[src/rtl/swfd_pkg.sv]
// Shared types and constants of the sync word frame deframer.
// Used by the controller, the datapath, the top level and the checker.
package swfd_pkg;

	localparam int MAX_FRAME = 64;
	localparam int ADDR_W    = $clog2(MAX_FRAME);
	localparam int FILL_W    = $clog2(MAX_FRAME + 1);
	localparam int HDR_BYTES = 6;

	localparam logic [7:0]  SYNC_FIRST    = 8'hAA;
	localparam logic [7:0]  SYNC_SECOND   = 8'h55;
	localparam logic [15:0] MIN_PAYLOAD   = 16'd3;
	localparam logic [15:0] MAX_PAYLOAD   = 16'(MAX_FRAME - HDR_BYTES);
	localparam logic [15:0] SPECIAL_REPLY = 16'h100F;
	localparam logic [7:0]  MARK_STATUS   = 8'hFE;
	localparam logic [7:0]  MARK_FAILED   = 8'hFF;
	localparam logic [7:0]  RES_SUCCESS   = 8'd4;
	localparam logic [7:0]  RES_FAILED    = 8'd5;

	// configuration register indexes
	localparam logic [2:0] REG_IMU_TYPE    = 3'd0;
	localparam logic [2:0] REG_IMU_LEN     = 3'd1;
	localparam logic [2:0] REG_VSYNC_TYPE  = 3'd2;
	localparam logic [2:0] REG_VSYNC_LEN   = 3'd3;
	localparam logic [2:0] REG_HANDLE_TYPE = 3'd4;
	localparam logic [2:0] REG_HANDLE_LEN  = 3'd5;

	// frame kinds
	localparam logic [1:0] KIND_IMU    = 2'd0;
	localparam logic [1:0] KIND_VSYNC  = 2'd1;
	localparam logic [1:0] KIND_HANDLE = 2'd2;
	localparam logic [1:0] KIND_REPLY  = 2'd3;

	// reply status codes
	localparam logic [1:0] RS_PENDING = 2'd0;
	localparam logic [1:0] RS_SUCCESS = 2'd1;
	localparam logic [1:0] RS_FAILED  = 2'd2;
	localparam logic [1:0] RS_UNKNOWN = 2'd3;

	// m_tdata bit positions
	localparam int OUT_CK_BIT  = 24;
	localparam int OUT_FWD_BIT = 25;
	localparam int OUT_OVS_BIT = 28;

	typedef struct packed {
		logic store;
		logic arm;
		logic drop;
		logic clear;
		logic load_ovs;
		logic load_bad;
		logic start_emit;
		logic settle;
		logic load_byte;
		logic advance;
	} ctrl_cmd_t;

	typedef struct packed {
		logic hdr_full;
		logic hdr_ok;
		logic oversize;
		logic frame_done;
		logic is_data;
		logic ck_ok;
		logic out_taken;
		logic out_last;
	} dp_status_t;

endpackage

[src/rtl/swfd_ram.sv]
// Generic single write port, single read port RAM with registered read data.
// No dependencies.
module swfd_ram #(
	parameter int WIDTH = 8,
	parameter int DEPTH = 64
) (
	input  logic                     clk,
	input  logic                     we,
	input  logic [$clog2(DEPTH)-1:0] waddr,
	input  logic [WIDTH-1:0]         wdata,
	input  logic [$clog2(DEPTH)-1:0] raddr,
	output logic [WIDTH-1:0]         rdata
);

	logic [WIDTH-1:0] mem_q [DEPTH];

	always_ff @(posedge clk) begin
		if (we) begin
			mem_q[waddr] <= wdata;
		end
		rdata <= mem_q[raddr];
	end

endmodule

[src/rtl/swfd_dp.sv]
// Datapath: header registers, frame store RAM, checksum, reply tracking, output register.
// Depends on swfd_pkg and swfd_ram.
module swfd_dp (
	input  logic                    clk,
	input  logic                    arst_n,
	input  swfd_pkg::ctrl_cmd_t     cmd,
	output swfd_pkg::dp_status_t    status,
	input  logic [7:0]              rx_byte,
	input  logic [15:0]             awaited_code,
	input  logic                    cfg_we,
	input  logic [2:0]              cfg_index,
	input  logic [15:0]             cfg_data,
	input  logic                    m_tready,
	output logic                    m_tvalid,
	output logic [31:0]             m_tdata,
	output logic [1:0]              m_tuser,
	output logic                    m_tlast
);

	logic [15:0] imu_type_q, vsync_type_q, handle_type_q;
	logic [5:0]  imu_len_q, vsync_len_q, handle_len_q;

	logic [7:0]  hdr_q [swfd_pkg::HDR_BYTES];
	logic [swfd_pkg::FILL_W-1:0] fill_q;
	logic [7:0]  xor_q;
	logic [15:0] pending_q;
	logic [1:0]  reply_q;
	logic [15:0] type_q;
	logic [7:0]  mark_q, res_q;

	logic [swfd_pkg::ADDR_W-1:0] idx_q, end_q;
	logic [1:0] kind_q;
	logic       ck_q;

	logic        out_valid_q, out_last_q, out_ck_q, out_fwd_q, out_ovs_q;
	logic [7:0]  out_byte_q;
	logic [1:0]  out_kind_q, out_status_q;
	logic [15:0] out_type_q;

	logic [swfd_pkg::FILL_W-1:0] pos;
	logic [15:0] total, plen;
	logic [1:0]  kind;
	logic        ram_we;
	logic [7:0]  ram_rdata;
	logic [7:0]  load_val;
	logic [7:0]  res_eff;
	logic [1:0]  settle_val;

	assign pos    = (fill_q == swfd_pkg::FILL_W'(swfd_pkg::MAX_FRAME)) ? '0 : fill_q;
	assign total  = {hdr_q[1], hdr_q[0]};
	assign plen   = {hdr_q[5], hdr_q[4]};
	assign ram_we = cmd.store && (pos >= swfd_pkg::FILL_W'(swfd_pkg::HDR_BYTES));

	always_comb begin
		priority if (type_q == imu_type_q && plen == {10'd0, imu_len_q}) begin
			kind = swfd_pkg::KIND_IMU;
		end else if (type_q == vsync_type_q && plen == {10'd0, vsync_len_q}) begin
			kind = swfd_pkg::KIND_VSYNC;
		end else if (type_q == handle_type_q && plen == {10'd0, handle_len_q}) begin
			kind = swfd_pkg::KIND_HANDLE;
		end else begin
			kind = swfd_pkg::KIND_REPLY;
		end
	end

	always_comb begin
		status.hdr_full   = (fill_q == swfd_pkg::FILL_W'(swfd_pkg::HDR_BYTES));
		status.hdr_ok     = hdr_q[2] == swfd_pkg::SYNC_FIRST && hdr_q[3] == swfd_pkg::SYNC_SECOND
		                 && {1'b0, total} == ({1'b0, plen} + 17'd4)
		                 && plen >= swfd_pkg::MIN_PAYLOAD;
		status.oversize   = plen > swfd_pkg::MAX_PAYLOAD;
		// plen is known to fit the store once the header has passed
		status.frame_done = fill_q > swfd_pkg::FILL_W'(swfd_pkg::HDR_BYTES)
		                 && fill_q == (swfd_pkg::FILL_W'(plen[swfd_pkg::ADDR_W-1:0])
		                               + swfd_pkg::FILL_W'(swfd_pkg::HDR_BYTES));
		status.is_data    = kind != swfd_pkg::KIND_REPLY;
		status.ck_ok      = xor_q == 8'd0;
		status.out_taken  = out_valid_q && m_tready;
		status.out_last   = out_last_q;
	end

	// reply status once settled; byte 15 lies beyond a short frame
	always_comb begin
		res_eff = (plen > 16'd9) ? res_q : 8'd0;
		if (type_q == swfd_pkg::SPECIAL_REPLY) begin
			priority if (mark_q == swfd_pkg::MARK_STATUS) begin
				priority if (res_eff == swfd_pkg::RES_SUCCESS) settle_val = swfd_pkg::RS_SUCCESS;
				else if (res_eff == swfd_pkg::RES_FAILED) settle_val = swfd_pkg::RS_FAILED;
				else settle_val = swfd_pkg::RS_UNKNOWN;
			end else if (mark_q == swfd_pkg::MARK_FAILED) begin
				settle_val = swfd_pkg::RS_FAILED;
			end else begin
				settle_val = swfd_pkg::RS_SUCCESS;
			end
		end else begin
			settle_val = swfd_pkg::RS_SUCCESS;
		end
	end

	swfd_ram #(.WIDTH(8), .DEPTH(swfd_pkg::MAX_FRAME)) u_store (
		.clk   (clk),
		.we    (ram_we),
		.waddr (pos[swfd_pkg::ADDR_W-1:0]),
		.wdata (rx_byte),
		.raddr (idx_q),
		.rdata (ram_rdata)
	);

	assign load_val = (idx_q < swfd_pkg::ADDR_W'(swfd_pkg::HDR_BYTES)) ? hdr_q[idx_q[2:0]]
	                                                                 : ram_rdata;

	always_ff @(posedge clk or negedge arst_n) begin
		if (!arst_n) begin
			imu_type_q    <= 16'd618;
			imu_len_q     <= 6'd26;
			vsync_type_q  <= 16'd3841;
			vsync_len_q   <= 6'd16;
			handle_type_q <= 16'd620;
			handle_len_q  <= 6'd17;
		end else if (cfg_we) begin
			unique case (cfg_index)
				swfd_pkg::REG_IMU_TYPE:    imu_type_q    <= cfg_data;
				swfd_pkg::REG_IMU_LEN:     imu_len_q     <= cfg_data[5:0];
				swfd_pkg::REG_VSYNC_TYPE:  vsync_type_q  <= cfg_data;
				swfd_pkg::REG_VSYNC_LEN:   vsync_len_q   <= cfg_data[5:0];
				swfd_pkg::REG_HANDLE_TYPE: handle_type_q <= cfg_data;
				swfd_pkg::REG_HANDLE_LEN:  handle_len_q  <= cfg_data[5:0];
				default: ;
			endcase
		end
	end

	always_ff @(posedge clk or negedge arst_n) begin
		if (!arst_n) begin
			fill_q      <= '0;
			xor_q       <= '0;
			pending_q   <= '0;
			reply_q     <= swfd_pkg::RS_PENDING;
			out_valid_q <= 1'b0;
		end else begin
			if (cmd.arm) begin
				pending_q <= awaited_code;
				reply_q   <= swfd_pkg::RS_PENDING;
			end
			if (cmd.store) begin
				fill_q <= pos + 1'b1;
				xor_q  <= ((fill_q == swfd_pkg::FILL_W'(swfd_pkg::MAX_FRAME)) ? 8'd0 : xor_q)
				          ^ rx_byte;
			end
			if (cmd.drop) begin
				fill_q <= swfd_pkg::FILL_W'(swfd_pkg::HDR_BYTES - 1);
				xor_q  <= xor_q ^ hdr_q[0];
			end
			if (cmd.clear) begin
				fill_q <= '0;
				xor_q  <= '0;
			end
			if (cmd.settle && reply_q == swfd_pkg::RS_PENDING && type_q == pending_q) begin
				reply_q <= settle_val;
			end
			if (cmd.load_ovs || cmd.load_bad || cmd.load_byte) begin
				out_valid_q <= 1'b1;
			end else if (status.out_taken) begin
				out_valid_q <= 1'b0;
			end
		end
	end

	always_ff @(posedge clk) begin
		if (cmd.store) begin
			if (pos < swfd_pkg::FILL_W'(swfd_pkg::HDR_BYTES)) begin
				hdr_q[pos[2:0]] <= rx_byte;
			end
			unique case (pos)
				swfd_pkg::FILL_W'(6):  type_q[7:0]  <= rx_byte;
				swfd_pkg::FILL_W'(7):  type_q[15:8] <= rx_byte;
				swfd_pkg::FILL_W'(8):  mark_q       <= rx_byte;
				swfd_pkg::FILL_W'(15): res_q        <= rx_byte;
				default: ;
			endcase
		end
		if (cmd.drop) begin
			for (int i = 0; i < swfd_pkg::HDR_BYTES - 1; i++) begin
				hdr_q[i] <= hdr_q[i+1];
			end
		end
		if (cmd.start_emit) begin
			kind_q <= kind;
			ck_q   <= status.ck_ok;
			idx_q  <= status.is_data ? '0 : swfd_pkg::ADDR_W'(4);
			end_q  <= plen[swfd_pkg::ADDR_W-1:0] + swfd_pkg::ADDR_W'(5);
		end else if (cmd.advance) begin
			idx_q <= idx_q + 1'b1;
		end
		if (cmd.load_ovs) begin
			out_byte_q   <= '0;
			out_kind_q   <= '0;
			out_type_q   <= '0;
			out_ck_q     <= 1'b0;
			out_fwd_q    <= 1'b0;
			out_ovs_q    <= 1'b1;
			out_status_q <= reply_q;
			out_last_q   <= 1'b1;
		end else if (cmd.load_bad) begin
			out_byte_q   <= '0;
			out_kind_q   <= kind;
			out_type_q   <= type_q;
			out_ck_q     <= 1'b0;
			out_fwd_q    <= 1'b0;
			out_ovs_q    <= 1'b0;
			out_status_q <= reply_q;
			out_last_q   <= 1'b1;
		end else if (cmd.load_byte) begin
			out_byte_q   <= load_val;
			out_kind_q   <= kind_q;
			out_type_q   <= type_q;
			out_ck_q     <= ck_q;
			out_fwd_q    <= 1'b1;
			out_ovs_q    <= 1'b0;
			out_status_q <= reply_q;
			out_last_q   <= idx_q == end_q;
		end
	end

	assign m_tvalid = out_valid_q;
	assign m_tdata  = {3'd0, out_ovs_q, out_status_q, out_fwd_q, out_ck_q, out_type_q, out_byte_q};
	assign m_tuser  = out_kind_q;
	assign m_tlast  = out_last_q;

endmodule

[src/rtl/swfd_ctrl.sv]
// Controller: sequences byte intake, header and frame evaluation and result readout.
// Depends on swfd_pkg.
module swfd_ctrl (
	input  logic                  clk,
	input  logic                  arst_n,
	input  logic                  in_valid,
	input  logic                  in_command,
	output logic                  in_ready,
	input  swfd_pkg::dp_status_t  status,
	output swfd_pkg::ctrl_cmd_t   cmd
);

	localparam logic [2:0] ST_IDLE  = 3'd0;
	localparam logic [2:0] ST_EVAL  = 3'd1;
	localparam logic [2:0] ST_FETCH = 3'd2;
	localparam logic [2:0] ST_LOAD  = 3'd3;
	localparam logic [2:0] ST_HOLD  = 3'd4;

	logic [2:0] state_q, state_d;

	assign in_ready = state_q == ST_IDLE;

	always_comb begin
		state_d = state_q;
		cmd     = '0;
		unique case (state_q)
			ST_IDLE: begin
				if (in_valid) begin
					if (in_command) begin
						cmd.arm = 1'b1;
					end else begin
						cmd.store = 1'b1;
						state_d   = ST_EVAL;
					end
				end
			end
			ST_EVAL: begin
				state_d = ST_IDLE;
				if (status.hdr_full) begin
					if (!status.hdr_ok) begin
						cmd.drop = 1'b1;
					end else if (status.oversize) begin
						cmd.clear    = 1'b1;
						cmd.load_ovs = 1'b1;
						state_d      = ST_HOLD;
					end
				end else if (status.frame_done) begin
					cmd.clear = 1'b1;
					if (status.is_data && !status.ck_ok) begin
						cmd.load_bad = 1'b1;
						state_d      = ST_HOLD;
					end else begin
						cmd.start_emit = 1'b1;
						cmd.settle     = !status.is_data;
						state_d        = ST_FETCH;
					end
				end
			end
			ST_FETCH: state_d = ST_LOAD;
			ST_LOAD: begin
				cmd.load_byte = 1'b1;
				state_d       = ST_HOLD;
			end
			ST_HOLD: begin
				if (status.out_taken) begin
					if (status.out_last) begin
						state_d = ST_IDLE;
					end else begin
						cmd.advance = 1'b1;
						state_d     = ST_FETCH;
					end
				end
			end
			default: state_d = ST_IDLE;
		endcase
	end

	always_ff @(posedge clk or negedge arst_n) begin
		if (!arst_n) begin
			state_q <= ST_IDLE;
		end else begin
			state_q <= state_d;
		end
	end

endmodule

[src/rtl/sync_word_frame_deframer_unit.sv]
// Top level of the sync word frame deframer: controller plus datapath.
// Depends on swfd_pkg, swfd_ctrl, swfd_dp and swfd_ram.
//
// Bytes arrive one per transfer on the s_ side (s_tuser = 1 arms the awaited reply
// code instead). A byte is stored, then evaluated; one that completes a frame is followed
// by a readout through fetch, load and hold per result byte, the fetch waiting out the
// frame store's registered read. The input is held off during readout. Oversize,
// bad checksum and runt frames are reported or dropped as described per field.
// The store needs no clearing after reset. Configuration writes are always taken
// and must only be issued while the block is idle.
module sync_word_frame_deframer_unit (
	input  logic        clk,
	input  logic        arst_n,
	input  logic        s_tvalid,
	output logic        s_tready,
	input  logic [23:0] s_tdata,   // rx_byte[7:0], awaited_code[23:8]
	input  logic [0:0]  s_tuser,   // command
	output logic        m_tvalid,
	input  logic        m_tready,
	output logic [31:0] m_tdata,   // frame_byte, frame_type, checksum_ok, forwarded,
	                               // reply_status[1:0], oversize_error, zero pad
	output logic [1:0]  m_tuser,   // frame_kind
	output logic        m_tlast,
	input  logic        cfg_valid,
	output logic        cfg_ready,
	input  logic [2:0]  cfg_index,
	input  logic [15:0] cfg_data
);

	swfd_pkg::ctrl_cmd_t  cmd;
	swfd_pkg::dp_status_t status;

	assign cfg_ready = 1'b1;

	swfd_ctrl u_ctrl (
		.clk        (clk),
		.arst_n     (arst_n),
		.in_valid   (s_tvalid),
		.in_command (s_tuser[0]),
		.in_ready   (s_tready),
		.status     (status),
		.cmd        (cmd)
	);

	swfd_dp u_dp (
		.clk          (clk),
		.arst_n       (arst_n),
		.cmd          (cmd),
		.status       (status),
		.rx_byte      (s_tdata[7:0]),
		.awaited_code (s_tdata[23:8]),
		.cfg_we       (cfg_valid),
		.cfg_index    (cfg_index),
		.cfg_data     (cfg_data),
		.m_tready     (m_tready),
		.m_tvalid     (m_tvalid),
		.m_tdata      (m_tdata),
		.m_tuser      (m_tuser),
		.m_tlast      (m_tlast)
	);

endmodule

[config.mk]
export PLATFORM = sky130hd
export DESIGN_NAME = sync_word_frame_deframer_unit
export DESIGN_NICKNAME = d
export VERILOG_FILES = /design/src/rtl/swfd_pkg.sv /design/src/rtl/swfd_ram.sv /design/src/rtl/swfd_dp.sv /design/src/rtl/swfd_ctrl.sv /design/src/rtl/sync_word_frame_deframer_unit.sv
export SDC_FILE = /design/constraint.sdc
export NUM_CORES = 1
export LEC_CHECK = 0
export BUFFER_PORTS_ARGS = -buffer_cell sky130_fd_sc_hd__buf_2
export CELL_PAD_IN_SITES_DETAIL_PLACEMENT = 1
export CELL_PAD_IN_SITES_GLOBAL_PLACEMENT = 1
export CORE_AREA = 2 2 288 290
export CTS_BUF_LIST = sky130_fd_sc_hd__clkbuf_8
export DETAILED_ROUTE_END_ITERATION = 8
export DIE_AREA = 0 0 290 292
export GPL_ROUTABILITY_DRIVEN = 0
export PLACE_DENSITY = 0.6
export SKIP_LAST_GASP = 1
export SLEW_MARGIN = 20
export SYNTH_ARGS = -nofsm -noshare
export SYNTH_HDL_FRONTEND = slang
export SYNTH_SLANG_ARGS = --single-unit
[constraint.sdc]
create_clock -name clk -period 8.4 [get_ports clk]
set_input_delay 1.68 -clock clk [delete_from_list [all_inputs] [get_ports clk]]
set_output_delay 1.68 -clock clk [all_outputs]
set_load 0.01 [all_outputs]
# After elaboration in Yosys (flattened, before gate mapping)

Memories as Yosys holds them, arrays and structs flattened. A register that Yosys moved wholly into a read port is not among the register bits.
Index checks and enable logic that the tools add are counted.

Word-level logic and storage cells: 194
Input port bits: 49
Register bits after elaboration: 182
Bits in writable memories: 560
Latch bits: 0
Bits in read-only memories: 0
Memories: 2

Memory list:

| name               | depth | width | read ports | clocked after memory_dff | write ports | line           | RTL |
|---|---|---|---|---|---|---|---|
| u_dp.u_store.mem_q | 64    | 8     | 1          | 1                        | 1           | swfd_ram.sv:15 | `logic [WIDTH-1:0] mem_q [DEPTH];` |
| u_dp.hdr_q         | 6     | 8     | 7          | 1                        | 5           | swfd_dp.sv:23  | `logic [7:0] hdr_q [swfd_pkg::HDR_BYTES];` |

Reductions and logical operators: 39
Bitwise gates (word level): 2
Mux-type cells: 75
Add/sub/neg operators: 5
Multipliers: 0
Shifts and indexed selects: 0
Equality and inequality tests: 36
Div/mod/pow operators: 0
Magnitude comparators: 7

Operators with widths:

| operator                | number |
|---|---|
| $eq A16 B16 Y1          | 4 |
| $mux W8                 | 7 |
| $eq A16 B6 Y1           | 3 |
| $mux W3                 | 13 |
| $mux W2                 | 19 |
| $mux W16                | 2 |
| $mux W7                 | 4 |
| $mux W1                 | 26 |
| $eq A8 B8 Y1 const B    | 3 |
| $eq A7 B3 Y1 const B    | 3 |
| $reduce_and A2 Y1       | 10 |
| $mux W6                 | 3 |
| $add A16 B3 Y17 const B | 1 |
| $eq A16 B17 Y1          | 1 |
| $eq A16 B13 Y1 const B  | 1 |
| $eq A8 B3 Y1 const B    | 2 |
| $ge A16 B2 Y1 const B   | 1 |
| $gt A16 B4 Y1 const B   | 1 |
| $gt A16 B6 Y1 const B   | 1 |
| $xor A8 B8 Y8           | 2 |
| $pmux W3 S5             | 1 |
| $eq A7 B4 Y1 const B    | 2 |
| $eq A3 B2 Y1 const B    | 4 |
| $logic_and A1 B1 Y1     | 12 |
| 25 further kinds        | 38 |

# Logic depth before layout (Yosys ltp)

Gate-level depths: netlist of run 1.
An unclocked memory read counts as a cell.

Depth in word-level cells: 16
Mapped depth: 13
Gate-level depth less buffers: 10

# By module

Synthesis of run 1 repeated with hierarchy kept, for this count alone.

Cells, all modules: 2,037
Area, all modules: 32,607.5 µm²

By module, submodules not included:

| module                        | cells an instance | area each (µm²) | instances |
|---|---|---|---|
| swfd_ram                      | 940               | 20,166.8        | 1 |
| swfd_dp                       | 1,061             | 12,166.7        | 1 |
| swfd_ctrl                     | 34                | 262.8           | 1 |
| sync_word_frame_deframer_unit | 2                 | 11.3            | 1 |

# Least setup slack after synthesis of run 1

OpenSTA, ideal clock, no wires.

Path type: input port to flip-flop
From: input s_tvalid
To: memory u_dp.u_store.mem_q[10][0] (enable)
Path buffers: 2
Arrival time: 3.258 ns
Setup slack: 4.772 ns
Cell stages on the path: 7
Data required time: 8.030 ns
Library setup time: 0.370 ns
Path through: nor2b_1 -> and2_1 -> buf_2 -> o21ai_0 -> clkbuf_1 -> or2_2 -> nor2_1

Word-level cells in the longest chain between the ends: 5

Ends and longest elaborated chain:

| element                       | line                                | RTL |
|---|---|---|
| start: declaration            | sync_word_frame_deframer_unit.sv:14 | `input logic s_tvalid,` |
| $mux W2                       | swfd_ctrl.sv:28                     | `if (in_valid) begin` |
| $mux W2                       | swfd_ctrl.sv:26                     | `unique case (state_q)` |
| $logic_and A1 B1 Y1           | swfd_dp.sv:52                       | `assign ram_we = cmd.store && (pos >= swfd_pkg::FILL_W'(swfd_pkg::HDR_BYTES));` |
| $mux W1                       | swfd_ram.sv:18                      | `if (we) begin` |
| $mux W1 (implied by the code) | swfd_ram.sv:19                      | `mem_q[waddr] <= wdata;` |
| end: declaration              | swfd_ram.sv:15                      |  |

No other way between the ends.

==> results.yml, run 1 <==
synth:
  yosysTopAreaCell: "edfxtp_1"
  synth.avg_cell_area_um2: 17.46
  synth.most_common_cell: "edfxtp_1"
  ys_ff_latch: 769
  netlist.area_leader.share: 0.5782
  synth-edff-count: 625
  ys_seq_area_frac: 0.6837
  ys_top_cells_by_count: "edfxtp_1 (625), mux4_2 (183), nor2_1 (124)"
  synth_area_um2: 32460
  yosysWarningCount: 0
  synthDistinctLibCells: 76
  synthFlopType: "edfxtp_1"
  postSynthCellCount: 1859
  async_flop_share: 0.1339
  synth.area.top_cells: "edfxtp_1 (58%), mux4_2 (13%), dfrtp_1 (6.3%)"
flow_run:
  maxCapViolations: 0
timing:
  maxSlewViolCount: 0
  finalSetupViolCount: 0
  layout_setup_ws_ns: 4.069
  max_slew.worst_pin.slew_ns: 1.132
  hold_viol: 0
  finalSetupTns_ns: 0
  fmax_mhz: 230.9
  rsz0062_at_grt: "no"
  fin_crit_ns: 4.331
  finalCritPeriodShare: 0.5156
  fin_skew_ns: 0.02882
  relSlewSlack: 0.2438
worst_setup_path:
  cp_data_required_time_ns: 8.76
  endpoint: "u_dp.hdr_q[3][2]"
  critical_path_class: "flop to flop"
  critPathSlowestCell: "edfxtp_1"
  end_kind: "flop"
  cp_data_arrival_time_ns: 4.69
  reg2reg_to: "u_dp.hdr_q[3][2]"
  path_cells: "nand3_1 > or2_1 > nor4_1 > a41oi_1 > a211oi_2 > a21boi_1 > buf_4 > o21bai_1"
  startpoint_type: "flop"
  r2r_cells: 8
  startpoint: "u_dp.hdr_q[4][4]"
  reg2reg_slack_ns: 4.07
  r2r_start: "u_dp.hdr_q[4][4]"
  cp_slowest_stage_delay_ns: 1.03
  cp_max_fo: 18
global_route:
  grt_max_degree: 120
  track_usage: 0.2170
  grt_pass1_vias: 18850
  antenna_found_initial: 3
  grt_util_met2: 0.3538
  top_usage_layer: "met2"
  grt_pass1_wl_um: 133500
  met1_usage: 0.2995
  met3_usage: 0.03859
  grt.overflow.total: 0
placed_design:
  place.port_buffers: 82
  post-place-ws_ns: 3.864
  place_hpwl_um: 57960
  placed_cells: 2936
drt:
  via_count: 17690
  first_pass_iters: 5
  postRouteAntennaNets: 0
  drc: 0
  routed_wl_um: 90080
  wl_per_cell_um: 28.30
  avgViaCountPerCell: 5.556
  drtIter0Drc: 1456
pwr:
  leakage_nw: 12.50
  intPower_w: 0.006512
  switchingPower_w: 0.002370
  vdd_ir_drop_max_mv: 0.1421
  clockPowerShare: 0.375
  power_switching_share: 0.2668
  power.density_nw_per_um2: 242.6
  seq_power_share: 0.519
  comb_power_share: 0.106
floorplan:
  fp.coreArea_um2: 81580
  start_util: 0.3979
  die_y_um: 292
  die_w_um: 290
  rows: 105
  dieArea_um2: 84680
  io_pins: 87
finish:
  area_growth_pct: 12.79
  nets: 2067
  n_fill_cell: 7791
  drive_gt1_frac: 0.2894
  seqCellArea_um2: 22190
  multi_input_area_um2: 9737
  layout.cells.non_filler: 3183
clock_tree:
  ctsResizeCount: 0
  cts_sinks: 769
  cts_tree: "done"
  clockBufferDepth: 3
  post-cts-setup-buffer-count: 0
  insertion_delay_ns: 0.78
  cts_hold_buf: 0
  cts_made_buffers: 136
  htree_levels: 4
  cts_root_buf: "clkbuf_8"
  clk_pin_slew_ns: 0.05
run_status:
  status: "finished, final reports clean"
min_path:
  hp-class: "flop to flop"
[layout by cell type, fill, tap and decap left out, types with 29 or more instances in the layout]
master      n
dfrtp_1    82
mux4_2    183
nand2_1    54
nor2_1    124
xnor2_1    75
mux2i_1    29
edfxtp_1  625
a21o_1     41
inv_1      67
xor2_1     58
buf_2      81
buf_4      30
clkbuf_8  144
mux2_2     82
dfxtp_1    41
[cell families after synthesis]
group | share of synthesized area
compound gates | 0.03361
other cells | 0.0002314
buf+inv | 0.02047
fa+ha+maj | 0.005396
simple gates | 0.05604
mux | 0.1647
flops | 0.6837
xor+xnor | 0.03589
[worst min-delay path by stage]
stage / slack (ns) / startpoint / end / depth (start not counted)
after floorplan: 0.43 / u_dp.out_fwd_q / u_dp.out_fwd_q / 2
after global placement: 0.45 / u_dp.out_fwd_q / u_dp.out_fwd_q / 2
after detailed placement: 0.45 / u_dp.out_fwd_q / u_dp.out_fwd_q / 2
after CTS: 0.46 / u_dp.out_fwd_q / u_dp.out_fwd_q / 2
after global routing: 0.47 / u_dp.out_fwd_q / u_dp.out_fwd_q / 2
final: 0.45 / u_dp.out_fwd_q / u_dp.out_fwd_q / 2
[critical path: cells and delay by family (launching register included)]
kind / cells / cell delay [ns]
compound gates: 4 / 1.60
buf+inv: 1 / 0.26
flops: 1 / 1.03
simple gates: 3 / 1.01
[sequential cells by signal, summed over array words and instances (netlist names), 6 cells and up, named ones only]
| register | flops |
|---|---|
| u_dp.idx_q | 6 |
| u_dp.type_q | 16 |
| u_dp.mark_q | 8 |
| u_dp.out_type_q | 16 |
| u_dp.end_q | 6 |
| u_dp.hdr_q | 64 |
| u_dp.imu_len_q | 6 |
| u_dp.vsync_type_q | 16 |
| u_dp.handle_type_q | 16 |
| u_dp.vsync_len_q | 6 |
| u_dp.res_q | 8 |
| u_dp.pending_q | 16 |
| u_dp.u_store.rdata | 8 |
| u_dp.fill_q | 7 |
| u_dp.imu_type_q | 16 |
| u_dp.out_byte_q | 8 |
| u_dp.handle_len_q | 6 |
| u_dp.xor_q | 8 |
| u_dp.u_store.mem_q | 512 |
[final cells by class]
type	instances	area share
inverter	22	0.002255
multi-input combinational	961	0.2659
antenna	2	0.0001367
sequential	769	0.6061
tap	1070	0.03656
timing repair buffer	114	0.01838
clock inverter	101	0.01647
clock buffer	144	0.05413
[power by group through the flow]
stage                     combinational [W]  clock [W]  sequential, W
after floorplan                    0.000571          0        0.00461
after global placement             0.000930          0        0.00468
after detailed placement           0.000949          0        0.00468
after CTS                          0.000954    0.00342        0.00461
after global routing                0.00102    0.00359        0.00464
final                              0.000941    0.00333        0.00461
[routing by layer]
metal | wire length (µm) | part of all wire | up-vias
li1 | - | - | 7576
met1 | 39930 | 0.44 | 9423
met2 | 43770 | 0.49 | 549
met3 | 4586 | 0.051 | 138
met4 | 1794 | 0.020 | 0
met5 | 0 | 0 | -
[stage by stage]
step / total power [W] / instance area, µm² / utilization / hold slack [ns]
floorplan: 0.005178 / 32530 / - / 0.4259
global placement: 0.005606 / 33970 / 0.4163 / 0.4481
detailed placement: 0.005634 / 34020 / 0.4169 / 0.4490
CTS: 0.008986 / 36600 / 0.4486 / 0.4573
global route: 0.009251 / 36610 / 0.4488 / 0.4672
finish: 0.008883 / 36610 / 0.4488 / 0.4485
(Power assumes the default switching activity.)
==> inputs of run 2 (changes only) <==
--- a/config.mk
+++ b/config.mk
@@ -5,15 +5,16 @@
 export SDC_FILE = /design/constraint.sdc
 export NUM_CORES = 1
 export LEC_CHECK = 0
+export ABC_AREA = 1
 export BUFFER_PORTS_ARGS = -buffer_cell sky130_fd_sc_hd__buf_2
 export CELL_PAD_IN_SITES_DETAIL_PLACEMENT = 1
 export CELL_PAD_IN_SITES_GLOBAL_PLACEMENT = 1
-export CORE_AREA = 2 2 288 290
+export CORE_AREA = 2 2 292 294
 export CTS_BUF_LIST = sky130_fd_sc_hd__clkbuf_8
 export DETAILED_ROUTE_END_ITERATION = 8
-export DIE_AREA = 0 0 290 292
+export DIE_AREA = 0 0 294 296
 export GPL_ROUTABILITY_DRIVEN = 0
-export PLACE_DENSITY = 0.6
+export PLACE_DENSITY = 0.63
 export SKIP_LAST_GASP = 1
 export SLEW_MARGIN = 20
 export SYNTH_ARGS = -nofsm -noshare
==> constraint.sdc (replaced) <==
create_clock -name clk -period 4.32 [get_ports clk]
set_input_delay 0.864 -clock clk [delete_from_list [all_inputs] [get_ports clk]]
set_output_delay 0.864 -clock clk [all_outputs]
set_load 0.01 [all_outputs]
==> results.yml, run 2 <==
worst_setup_path:
  end_kind: "flop"
  critical_path_class: "flop to flop"
  path_cells: "inv_2 > nand2_1 > nor3_2 > inv_1 > a211oi_1 > a21oi_1 > buf_4 > nand4_2 > nor2_1"
  cp_data_required_time_ns: 4.73
  cp_max_fo: 11
  r2r_cells: 9
  cp_slowest_stage_delay_ns: 0.70
  crit_family: "simple AND/OR/NAND/NOR gates"
  reg2reg_slack_ns: 0.65
  startpoint_type: "flop"
  cp_data_arrival_time_ns: 4.09
  cp.buffers_inverters: 3
  reg2reg_to: "u_dp.u_store.mem_q[37][7]"
  critPathSlowestCell: "nor2_1"
  r2r_start: "u_dp.fill_q[3]"
clock_tree:
  post-cts-setup-buffer-count: 0
  cts_hold_buf: 0
  insertion_delay_ns: 0.81
  clk_pin_slew_ns: 0.06
  cts_root_buf: "clkbuf_8"
  ctsResizeCount: 0
  cts_sinks: 769
  clockBufferDepth: 3
  cts_tree: "done"
  cts_made_buffers: 135
  htree_levels: 4
synth:
  ys_seq_area_frac: 0.6665
  yosysWarningCount: 0
  synth.avg_cell_area_um2: 10.88
  synth-edff-count: 625
  postSynthCellCount: 3061
  synth_area_um2: 33300
  ys_top_cells_by_count: "edfxtp_1 (625), nor2_1 (496), nand2_1 (457)"
  synthFlopType: "edfxtp_1"
  synth.area.top_cells: "edfxtp_1 (56%), o21ai_0 (6.4%), dfrtp_1 (6.2%)"
  ys_ff_latch: 769
  synth.most_common_cell: "edfxtp_1"
  async_flop_share: 0.1339
  yosysTopAreaCell: "edfxtp_1"
  netlist.area_leader.share: 0.5637
  synthDistinctLibCells: 50
finish:
  layout_commonest_cell: "edfxtp_1"
  top_register: "u_dp.u_store.mem_q"
  largest_reg_flops: 512
  drive_gt1_frac: 0.1272
  n_fill_cell: 9146
  reg_top3: "u_dp.u_store.mem_q (512), u_dp.hdr_q (64)"
  final_cell_mix: "edfxtp_1 (625), nor2_1 (495), nand2_1 (456)"
  nets: 3272
  layout.cells.non_filler: 4403
  area_growth_pct: 12.97
floorplan:
  dieArea_um2: 87020
  io_pins: 87
  die_w_um: 294
  fp.coreArea_um2: 84210
  die_y_um: 296
  start_util: 0.3954
  rows: 107
timing:
  whs_ns: 0.1301
  fin_skew_ns: 0.04547
  relSlewSlack: 0.3074
  rsz0062_at_grt: "no"
  maxSlewViolCount: 0
  finalCritPeriodShare: 0.8505
  max_slew.worst_pin.slew_ns: 1.039
  hold_viol: 0
  finalSetupViolCount: 0
  fmax_mhz: 272.2
  finalSetupTns_ns: 0
  fin_crit_ns: 3.674
global_route:
  grt_max_degree: 154
  track_usage: 0.2424
  grt.overflow.total: 0
  grt_pass1_wl_um: 157500
  grt_pass1_vias: 25360
  antenna_found_initial: 5
placed_design:
  place.port_buffers: 82
  placed_cells: 4162
  place_hpwl_um: 69240
pwr:
  intPower_w: 0.01239
  seq_power_share: 0.522
  power_switching_share: 0.2743
  leakage_nw: 13.81
  clockPowerShare: 0.369
  vdd_ir_drop_max_mv: 0.3174
  comb_power_share: 0.109
  power.density_nw_per_um2: 453.8
  switchingPower_w: 0.004682
drt:
  avgViaCountPerCell: 5.465
  wl_per_cell_um: 23.81
  via_count: 24060
  postRouteAntennaNets: 0
  routed_wl_um: 104800
  first_pass_iters: 5
  drtIter0Drc: 1697
  drc: 0
min_path:
  hp-class: "primary input to asynchronous set/reset pin"
run_status:
  status: "finished, final reports clean"
flow_run:
  maxCapViolations: 0
==> run 2: cell types whose count changed after synthesis, moves of 68 or more <==
| cell | previous run | this run |
|---|---|---|
| mux2_2 | 82 | 14 |
| o21ai_0 | 13 | 428 |
| inv_1 | 22 | 140 |
| nand3_1 | 14 | 108 |
| o22ai_1 | 3 | 97 |
| mux4_2 | 183 | 0 |
| nand2_1 | 54 | 457 |
| nor2_1 | 124 | 496 |
==> run 2: cell type report <==
type | instances | area (µm²) | area share
diodes | 2 | 5.005 | 0.0001330
clock buffers | 144 | 1982 | 0.05269
clock inverters | 95 | 503.0 | 0.01337
inverters | 151 | 571.8 | 0.01520
multi-input cells | 1986 | 9876 | 0.2625
flip-flops and latches | 769 | 22190 | 0.5900
well taps | 1090 | 1364 | 0.03626
repair buffers | 166 | 1122 | 0.02984
==> run 2: power by group through the flow <==
| stage | combinational (W) | clock [W] | sequential (W) |
|---|---|---|---|
| after floorplan | 0.00113 | 0 | 0.00893 |
| after global placement | 0.00180 | 0 | 0.00903 |
| after detailed placement | 0.00187 | 0 | 0.00905 |
| after CTS | 0.00188 | 0.00642 | 0.00890 |
| after global routing | 0.00209 | 0.00675 | 0.00896 |
| final | 0.00187 | 0.00630 | 0.00890 |
==> run 2: cell families after synthesis <==
group	Yosys count	share of synthesized area
simple gates	1184	0.1490
flops	769	0.6665
compound gates	666	0.1115
buf+inv	324	0.03957
xor+xnor	88	0.02315
fa+ha+maj	14	0.005261
mux	14	0.004735
other cells	2	0.0002255
==> run 2: worst register-to-register path, stage by stage (launching register included) <==
cell      delay (ns)
dfrtp_1         0.54
inv_2           0.17
nand2_1         0.40
nor3_2          0.10
inv_1           0.31
a211oi_1        0.19
a21oi_1         0.37
buf_4           0.24
nand4_2         0.27
nor2_1          0.70
==> run 2: worst max-delay path by stage <==
stage	slack, ns	cells past startpoint	to	start
3_3_place_gp	0.80	9	u_dp.u_store.mem_q[27][4]	u_dp.fill_q[3]
4_1_cts	0.71	8	u_dp.u_store.mem_q[18][4]	u_dp.fill_q[3]
3_5_place_dp	0.73	8	u_dp.u_store.mem_q[18][3]	u_dp.fill_q[3]
5_1_grt	0.35	9	u_dp.u_store.mem_q[37][3]	u_dp.fill_q[3]
2_1_floorplan	1.64	14	u_dp.hdr_q[0][0]	u_dp.hdr_q[4][2]
6_report	0.65	9	u_dp.u_store.mem_q[37][7]	u_dp.fill_q[3]
==> run 2: layer usage <==
metal | wire length, µm | track usage | vias up
li1 | - | - | 11090
met1 | 45480 | 0.3126 | 12180
met2 | 51370 | 0.4084 | 580
met3 | 4442 | 0.03920 | 203
met4 | 3505 | 0.09793 | 4
met5 | 23 | 0 | -
==> run 2: stage by stage <==
| step | total power (W) | cell area, µm² | util | setup slack, ns |
|---|---|---|---|---|
| finish | 0.01707 | 37620 | 0.4467 | 0.6460 |
| floorplan | 0.01006 | 33360 | - | 1.636 |
| global placement | 0.01083 | 35110 | 0.4169 | 0.8010 |
| detailed placement | 0.01092 | 35110 | 0.4170 | 0.7295 |
| CTS | 0.01721 | 37600 | 0.4465 | 0.7081 |
| global route | 0.01780 | 37620 | 0.4467 | 0.3542 |
